===== config.mk =====
export PLATFORM = sky130hd
export DESIGN_NAME = mcr_ctrl
export DESIGN_NICKNAME = d
export VERILOG_FILES = /design/src/hdl/mcr_pkg.sv /design/src/hdl/mcr_ctrl.sv
export SDC_FILE = /design/constraint.sdc
export NUM_CORES = 1
export LEC_CHECK = 0
export BUFFER_PORTS_ARGS = -buffer_cell sky130_fd_sc_hd__buf_2
export CORE_MARGIN = 2
export CORE_UTILIZATION = 43
export DETAILED_ROUTE_END_ITERATION = 6
export PLACE_DENSITY = 0.81
export SYNTH_ARGS = -nofsm -noshare
export SYNTH_HDL_FRONTEND = slang
export SYNTH_SLANG_ARGS = --single-unit

===== constraint.sdc =====
create_clock -name clk -period 1.45 [get_ports clk]
set_input_delay 0.145 -clock clk [delete_from_list [all_inputs] [get_ports clk]]
set_output_delay 0.145 -clock clk [all_outputs]
set_load 0.02 [all_outputs]

===== src/hdl/mcr_pkg.sv =====
// ----------------------------------------------------------------------------
// mcr_pkg: shared types and constants
// Widths, item layouts, controller states and the command and status groups
// that join the controller and the datapath.
// ----------------------------------------------------------------------------
package mcr_pkg;

	// sample format and set size
	localparam int SAMPLE_BITS    = 16;
	localparam int MAX_PAIRS_LOG2 = 20;

	// accumulator widths, derived from the sample width and the set size
	localparam int CNT_W = MAX_PAIRS_LOG2 + 1;
	localparam int SUM_W = SAMPLE_BITS + MAX_PAIRS_LOG2 + 1;
	localparam int SQ_W  = 2 * SAMPLE_BITS + MAX_PAIRS_LOG2 - 1;
	localparam int XP_W  = 2 * SAMPLE_BITS + MAX_PAIRS_LOG2;
	localparam int ER_W  = 2 * SAMPLE_BITS + MAX_PAIRS_LOG2 + 1;
	localparam int AB_W  = SAMPLE_BITS + MAX_PAIRS_LOG2 + 1;

	// finalize arithmetic
	localparam int WIDE_W     = 192;  // wide signed temporaries, dividend
	localparam int MB_W       = 96;   // multiplier operand bits, one per cycle
	localparam int R2_SHIFT   = 17;   // 2 * 65536
	localparam int CORR_SHIFT = 32;   // 2^32 scale of squared covariance
	localparam int MAE_SHIFT  = 9;    // 512 = 2 * 256
	localparam int ROOT_W     = 17;
	localparam int RAD_W      = CORR_SHIFT + 2;
	localparam int SR_W       = ROOT_W + 2;

	// result fields
	localparam int COR_W = 16;
	localparam int R2_W  = 32;
	localparam int MAE_W = 24;

	localparam logic [ROOT_W-1:0] COR_ONE   = ROOT_W'(1) << (COR_W - 1);
	localparam logic [COR_W-1:0]  COR_MAX   = {1'b0, {(COR_W-1){1'b1}}};
	localparam logic [R2_W-1:0]   R2_ONE    = R2_W'(1) << (R2_SHIFT - 1);
	localparam logic [R2_W-1:0]   R2_MIN    = {1'b1, {(R2_W-1){1'b0}}};
	localparam logic [R2_W:0]     R2_LIMIT  = {2'b01, {(R2_W-1){1'b0}}}
		+ (R2_W+1)'(R2_ONE);

	typedef struct packed {
		logic signed [15:0] target_value;
		logic signed [15:0] pred_value;
		logic               pair_usable;
		logic               last_of_set;
	} in_item_t;

	typedef struct packed {
		logic signed [COR_W-1:0] correlation;
		logic                    correlation_valid;
		logic signed [R2_W-1:0]  r_squared;
		logic                    r_squared_valid;
		logic [MAE_W-1:0]        mean_abs_error;
		logic                    mae_valid;
		logic [20:0]             pairs_counted;
	} out_item_t;

	typedef enum logic [2:0] {
		ST_ACC,
		ST_MUL_GO,
		ST_MUL_WAIT,
		ST_DIV_GO,
		ST_DIV_WAIT,
		ST_SQRT_GO,
		ST_SQRT_WAIT,
		ST_LOAD
	} ctrl_state_t;

	// multiply steps, in the order they run
	typedef enum logic [3:0] {
		M_TY1,   // n * Syy
		M_TY2,   // Sy * Sy, subtracted
		M_TP1,   // n * Spp
		M_TP2,   // Sp * Sp, subtracted
		M_C1,    // n * Syp
		M_C2,    // Sy * Sp, subtracted
		M_NR,    // n * Sres, scaled, plus Ty
		M_X,     // C * C, scaled
		M_P      // Ty * Tp
	} mul_sel_t;

	typedef enum logic [1:0] {
		D_MAE,
		D_R2,
		D_COR
	} div_sel_t;

	typedef struct packed {
		logic     acc_en;
		logic     clear;
		logic     mul_start;
		mul_sel_t mul_sel;
		logic     div_start;
		div_sel_t div_sel;
		logic     sqrt_start;
		logic     load_out;
	} mcr_cmd_t;

	typedef struct packed {
		logic mul_done;
		logic div_done;
		logic sqrt_done;
		logic n_ge2;
		logic ty_pos;
		logic tp_pos;
		logic out_full;
	} mcr_sts_t;

endpackage


===== src/hdl/mcr_ctrl.sv =====
// ----------------------------------------------------------------------------
// mcr_ctrl: set controller
// Takes items while accumulating; on the last item of a set it runs the
// multiply, divide and square-root steps needed, then loads the result.
// ----------------------------------------------------------------------------
module mcr_ctrl
	import mcr_pkg::*;
(
	input  logic     clk,
	input  logic     arst_n,
	input  logic     in_valid,
	input  logic     in_last,
	output logic     in_ready,
	input  mcr_sts_t sts,
	output mcr_cmd_t cmd
);
	ctrl_state_t state_q, state_d;
	mul_sel_t    mstep_q, mstep_d;
	div_sel_t    dstep_q, dstep_d;
	logic        skip_div;

	function automatic mul_sel_t next_mul(input mul_sel_t s);
		mul_sel_t r;
		unique case (s)
			M_TY1:   r = M_TY2;
			M_TY2:   r = M_TP1;
			M_TP1:   r = M_TP2;
			M_TP2:   r = M_C1;
			M_C1:    r = M_C2;
			M_C2:    r = M_NR;
			M_NR:    r = M_X;
			M_X:     r = M_P;
			default: r = M_P;
		endcase
		return r;
	endfunction

	// R squared and correlation both need target variance; correlation
	// also needs prediction variance
	assign skip_div = ((dstep_q == D_R2) && !sts.ty_pos)
		|| ((dstep_q == D_COR) && !sts.tp_pos);

	// next state
	always_comb begin
		state_d = state_q;
		mstep_d = mstep_q;
		dstep_d = dstep_q;
		unique case (state_q)
			ST_ACC: begin
				if (in_valid && in_last) begin
					state_d = ST_MUL_GO;
					mstep_d = M_TY1;
				end
			end
			ST_MUL_GO: begin
				state_d = sts.n_ge2 ? ST_MUL_WAIT : ST_LOAD;
			end
			ST_MUL_WAIT: begin
				if (sts.mul_done) begin
					if (mstep_q == M_P) begin
						state_d = ST_DIV_GO;
						dstep_d = D_MAE;
					end else begin
						state_d = ST_MUL_GO;
						mstep_d = next_mul(mstep_q);
					end
				end
			end
			ST_DIV_GO: begin
				state_d = skip_div ? ST_LOAD : ST_DIV_WAIT;
			end
			ST_DIV_WAIT: begin
				if (sts.div_done) begin
					unique case (dstep_q)
						D_MAE: begin
							state_d = ST_DIV_GO;
							dstep_d = D_R2;
						end
						D_R2: begin
							state_d = ST_DIV_GO;
							dstep_d = D_COR;
						end
						default: state_d = ST_SQRT_GO;
					endcase
				end
			end
			ST_SQRT_GO: begin
				state_d = ST_SQRT_WAIT;
			end
			ST_SQRT_WAIT: begin
				if (sts.sqrt_done) state_d = ST_LOAD;
			end
			ST_LOAD: begin
				if (!sts.out_full) state_d = ST_ACC;
			end
			default: state_d = ST_ACC;
		endcase
	end

	// outputs
	always_comb begin
		in_ready       = (state_q == ST_ACC);
		cmd.acc_en     = (state_q == ST_ACC) && in_valid;
		cmd.mul_sel    = mstep_q;
		cmd.div_sel    = dstep_q;
		cmd.mul_start  = (state_q == ST_MUL_GO) && sts.n_ge2;
		cmd.div_start  = (state_q == ST_DIV_GO) && !skip_div;
		cmd.sqrt_start = (state_q == ST_SQRT_GO);
		cmd.load_out   = (state_q == ST_LOAD) && !sts.out_full;
		cmd.clear      = cmd.load_out;
	end

	always_ff @(posedge clk or negedge arst_n) begin
		if (!arst_n) begin
			state_q <= ST_ACC;
			mstep_q <= M_TY1;
			dstep_q <= D_MAE;
		end else begin
			state_q <= state_d;
			mstep_q <= mstep_d;
			dstep_q <= dstep_d;
		end
	end
endmodule


After elaboration in Yosys (flattened, before gate mapping)
Memories as Yosys holds them, arrays and structs flattened.
Index checks and enable logic that the tools add are counted.
{ "word_totals": {"regBits": 9, "mem_bits_ro": 32, "in_bits": 11, "word_cells": 62, "memories": 1} }
{ "op_classes": {"eq_ne": 18, "n_mux": 20, "n_reduce_logical": 20} }
{ "mem_list": {"columns": ["name", "depth", "word_bits", "read_ports", "rd_ports_with_merged_regs", "write_ports", "line_no", "rtl"], "rows": [
  ["(no name shown)", 8, 4, 1, 0, 0, "mcr_ctrl.sv:24", "unique case (s)"]
]} }
{ "op_table": {"columns": ["cell", "count"], "rows": [
  ["$pmux W3 S8", 1],
  ["$mux W3", 7],
  ["$mux W4", 4],
  ["$eq A3 B3 Y1 const B", 4],
  ["$ne A2 B2 Y1 const B", 6],
  ["$mux W2", 5],
  ["$reduce_and A5 Y1", 2],
  ["$pmux W2 S2", 2],
  ["$pmux W4 S2", 1],
  ["$logic_and A1 B1 Y1", 7],
  ["$eq A3 B2 Y1 const B", 2],
  ["$eq A4 B4 Y1 const B", 1],
  ["$logic_not A1 Y1", 4],
  ["$reduce_and A4 Y1", 1],
  ["$reduce_bool A2 Y1", 2],
  ["$eq A3 B1 Y1 const B", 1],
  ["$logic_not A3 Y1", 1],
  ["$ne A3 B3 Y1 const B", 1],
  ["$eq A2 B1 Y1 const B", 1],
  ["$eq A2 B2 Y1 const B", 1],
  ["$logic_not A2 Y1", 1],
  ["$ne A2 B1 Y1 const B", 1],
  ["$reduce_or A2 Y1", 1],
  ["$logic_or A1 B1 Y1", 1]
]} }

Logic depth before layout (Yosys ltp)
{ "logic_depth": {"ltp_word": 5, "ltp_mapped": 6} }

Worst setup path after synthesis
Ideal clock, no wire load.
{ "synth_timing": {"path_type": "flip-flop to flip-flop", "start": "register state_q[0]", "end": "register mstep_q[3]", "setup_time_ps": 137, "t_arrival_ps": 1523, "required_time_ps": 1313, "path_slack_ps": -210, "stages_incl_launch_ff": 6, "n_path_buf": 1, "synth_period_minus_slack_ps": 1660, "cell_sequence": "dfrtp_1 -> buf_2 -> nor3_1 -> nand3_1 -> nand3_1 -> o21ai_0"} }
{ "synth_via": {"elab_chain_cells": 3} }
{ "synth_lines": {"columns": ["item", "line_no", "rtl"], "rows": [
  ["from (decl)", "mcr_ctrl.sv:17", "ctrl_state_t state_q, state_d;"],
  ["from (signal assigned)", "mcr_ctrl.sv:119", "state_q <= state_d;"],
  ["$logic_not A3 Y1 *", null, null],
  ["net in_ready", "mcr_ctrl.sv:13", "output logic in_ready,"],
  ["$ne A2 B1 Y1 (no line) / $reduce_bool A2 Y1 (equally long branches)", null, null],
  ["$reduce_and A4 Y1 (no line)", null, null],
  ["to (signal assigned)", "mcr_ctrl.sv:120", "mstep_q <= mstep_d;"],
  ["to (decl)", "mcr_ctrl.sv:18", "mul_sel_t mstep_q, mstep_d;"]
]} }
Mark *: on every way through the listed nets, which the timed path passes. The rest lies on a longest branch.
A chain may end at the register's enable or synchronous reset.

==> run summary <==
The number of warnings issued by yosys is 0. The worst setup path is captured at a primary output. The layout has 98 filler cells. The finished layout holds 147 standard cells, fillers aside. The post-route setup TNS is -259 ps. The largest clock skew in the final design came out at between 8 and 9 ps. The cell type with the largest total area after synthesis is sky130_fd_sc_hd__dfrtp_1. Power comes to 0.00262 W.

The smallest clock period supported by the final layout is computed as 1500 ps. The tree is rooted in a sky130_fd_sc_hd__clkbuf_4. The synthesized area divided by synthesized cell count came out at between 8 and 9 µm².

Leaving out fill and tap cells, the most frequent cells in the layout are sky130_fd_sc_hd__buf_4 (21), sky130_fd_sc_hd__buf_2 (17), sky130_fd_sc_hd__buf_6 (10), sky130_fd_sc_hd__nand2_1 (6). The worst slew margin relative to its limit is 78.9%. The per-cell via count in the routed design is between 5 and 6. The routed wire length came out at about 2400 µm. The worst setup path is of the reg2out kind. The number of H-tree branching levels came out at 1. The number of hold violations in the final report is 0. The number of nets in the synthesized netlist is 97. The area of the placeable core is 0.00152 mm². The later-pin clock latency in the skew report came out at roughly 270 ps.

Global routing used 24.6% of the available tracks. The die area came out at between 0.0015 and 0.002 mm². Port buffering added 23 buffers. The area growth from synthesis to layout is 69.5%.

The number of detailed-route iterations in the first pass is 4. The mapped cell area is 706 µm². For this run, the share of the core covered by cells in the final layout is 78.5%.

Counting every instance in the synthesized netlist gives 83. The die is 44.5 µm tall. The HPWL reported at the end of detailed placement is around 1500 µm. For this configuration, the core starts out at a cell density of 46.3%.

In the routed design, unresolved DRC markers number 0. The number of nets in the finished design came out at ~150. The run finished, with violations left. The total via count in the routed design is 857.

In the post-route analysis, the smallest setup slack over all paths is -54.4 ps. The count of state elements after synthesis is 9. The checks that failed: setup timing. The count of distinct cell types in the synthesized netlist is 36. After synthesis, the largest area contributor takes up 31.9% of total cell area. The maximum buffer depth of the clock tree is 2. Yosys mapped a number of flops with a built-in enable equal to 0. TritonCTS built the clock tree. Global routing finished with a remaining overflow of 0.

The maximum fanout along the worst path is 5. 24 I/O pins were placed. The last weighted congestion value of the routability-driven placer came out at 0.814. The proportion of layout cells with a drive suffix above 1 is 58.0%. 0 antenna diodes ended up in the layout.

The width of the die is 44.5 µm. The number of maximum-capacitance constraint violations is 0. The post-route antenna net violation count is 0.

The final period utilization came out at 104%. After detailed routing, the average wire length per cell comes to 16.1 µm. The power per unit of standard cell area is around 2200 mW/mm². For the pin with the worst max-slew slack, the measured transition is 315 ps. Setup repair after global routing could not meet its margin everywhere. For this design the static power due to leakage is 0.573 nW.

The clock input transition at the sequential cells of the worst setup and hold paths is 80 ps. The wire length of the first global-routing pass came out at ~3600 µm. The async set-reset flop share out of synthesis came out at 100%. The data required time at the worst endpoint came out at 1310 ps. In the synthesized netlist the dominant register cell turns out to be sky130_fd_sc_hd__dfrtp_1. Leaving out fill and tap cells, the most frequent cell in the layout is sky130_fd_sc_hd__buf_4. The proportion of synthesized chip area in sequential cells is between 30% and 40%.

The clock buffer count from CTS came out at 3. The number of sinks on the clock net came out at 9. The max-slew violation total from the final report came out at 0. The worst-case IR drop observed on VDD is roughly 0.0012 V. The worst hold path belongs to the class in2reg. The largest net degree at the start of global routing is 11. The row count is 14. The initial DRC count came out at 17. The total setup violations reported at the end of the flow came out at 9.

For this run, the top clock speed supported by timing is ~0.66 GHz. After detailed placement, the design holds a cell count of roughly 140. The via count of the first global-routing pass is 828. The startpoint type of the worst setup path is a flip-flop. By area the synthesized netlist is led by sky130_fd_sc_hd__dfrtp_1 (32%), sky130_fd_sc_hd__ha_1 (5.3%), sky130_fd_sc_hd__inv_1 (3.7%). The number of antenna violations at the first check in global routing is 0.

The data arrival at the endpoint of the critical path is 1360 ps. The register-to-register setup slack came out at -30 ps.
[through the flow]
step,hold WS (ps),setup slack (ps),area (µm²)
global placement,7.19,24.3,975
detailed placement,11.5,-54.3,975
finish,177,-54.4,1200
floorplan,-151,-9.67,723
CTS,185,-52.2,1110
global route,174,-116,1200
[cell families after synthesis]
family          share of synthesized area (%)
flops                                    31.9
compound gates                           22.0
buf+inv                                  7.27
fa+ha+maj                                5.32
mux                                      2.84
simple gates                             30.7
[report_power, final]
group	switching [W]	internal, W	leakage (nW)
Combinational	0.000970	0.000971	0.445
Clock	0.000103	0.000102	0.0177
Sequential	0.000113	0.000361	0.111
Total	0.00119	0.00143	0.573
[what timing repair did]
action / CTS / global route
gates cloned: 0 / 0
resized for setup: 19 / 17
endpoints found under the hold margin: 9 / 0
endpoints found under the setup margin: 14 / 14
hold buffers: 1 / 0
buffers inserted: 4 / 3
pin swaps: 10 / 8
[cells in the mapped netlist, types with 2 or more instances]
| cell type | n |
|---|---|
| sky130_fd_sc_hd__dfrtp_1 | 9 |
| sky130_fd_sc_hd__inv_1 | 7 |
| sky130_fd_sc_hd__nand2_1 | 7 |
| sky130_fd_sc_hd__nand3_1 | 5 |
| sky130_fd_sc_hd__nor2_1 | 5 |
| sky130_fd_sc_hd__o21ai_0 | 4 |
| sky130_fd_sc_hd__and3_1 | 3 |
| sky130_fd_sc_hd__ha_1 | 3 |
| sky130_fd_sc_hd__a211oi_1 | 2 |
| sky130_fd_sc_hd__a21oi_1 | 2 |
| sky130_fd_sc_hd__a31oi_1 | 2 |
| sky130_fd_sc_hd__and2_1 | 2 |
| sky130_fd_sc_hd__buf_2 | 2 |
| sky130_fd_sc_hd__clkbuf_1 | 2 |
| sky130_fd_sc_hd__mux2i_1 | 2 |
| sky130_fd_sc_hd__nand2b_1 | 2 |
| sky130_fd_sc_hd__nand3b_1 | 2 |
| sky130_fd_sc_hd__nor4b_1 | 2 |
| sky130_fd_sc_hd__o32ai_1 | 2 |
| sky130_fd_sc_hd__or3b_1 | 2 |
[per-layer routing]
metal	routed length (µm)	share of wire (%)	global-route usage, %	vias to the layer above
li1	-	-	-	407
met1	1000	42	31.1	403
met2	1210	51	41.7	42
met3	119	5.0	2.04	5
met4	37	1.6	12.1	0
met5	0	0	0	-
[critical path, cell delays in order, from the launching register on]
cell and delay (ps):
sky130_fd_sc_hd__dfrtp_2 460, sky130_fd_sc_hd__buf_6 140, sky130_fd_sc_hd__buf_6 130, sky130_fd_sc_hd__inv_4 50, sky130_fd_sc_hd__and4_1 200, sky130_fd_sc_hd__buf_6 120
[final timing paths]
| kind | startpoint | endpoint | depth (start not counted) |
|---|---|---|---|
| worst max-delay path | state_q[2] | cmd[9] | 5 |
| worst min-delay path | sts[5] | state_q[1] | 3 |
| worst max register to register | state_q[2] | state_q[2] | 4 |
| worst min register to register | mstep_q[1] | mstep_q[1] | 2 |
| max in group asynchronous | arst_n | state_q[0] | 2 |
| min in group asynchronous | arst_n | mstep_q[2] | 2 |
[layout make-up]
cell class	instances	area, µm²	area share, %
clock inverter	1	5.00	0.418
inverter	7	28.8	2.41
multi-input combinational	62	524	43.8
clock buffer	3	22.5	1.88
timing repair buffer	49	365	30.5
tap	16	20.0	1.67
sequential	9	230	19.2
[registers in the layout (all words and copies together), names as in the netlist]
name	count
dstep_q	2
mstep_q	4
state_q	3
Power figures use the tool's default switching activity.
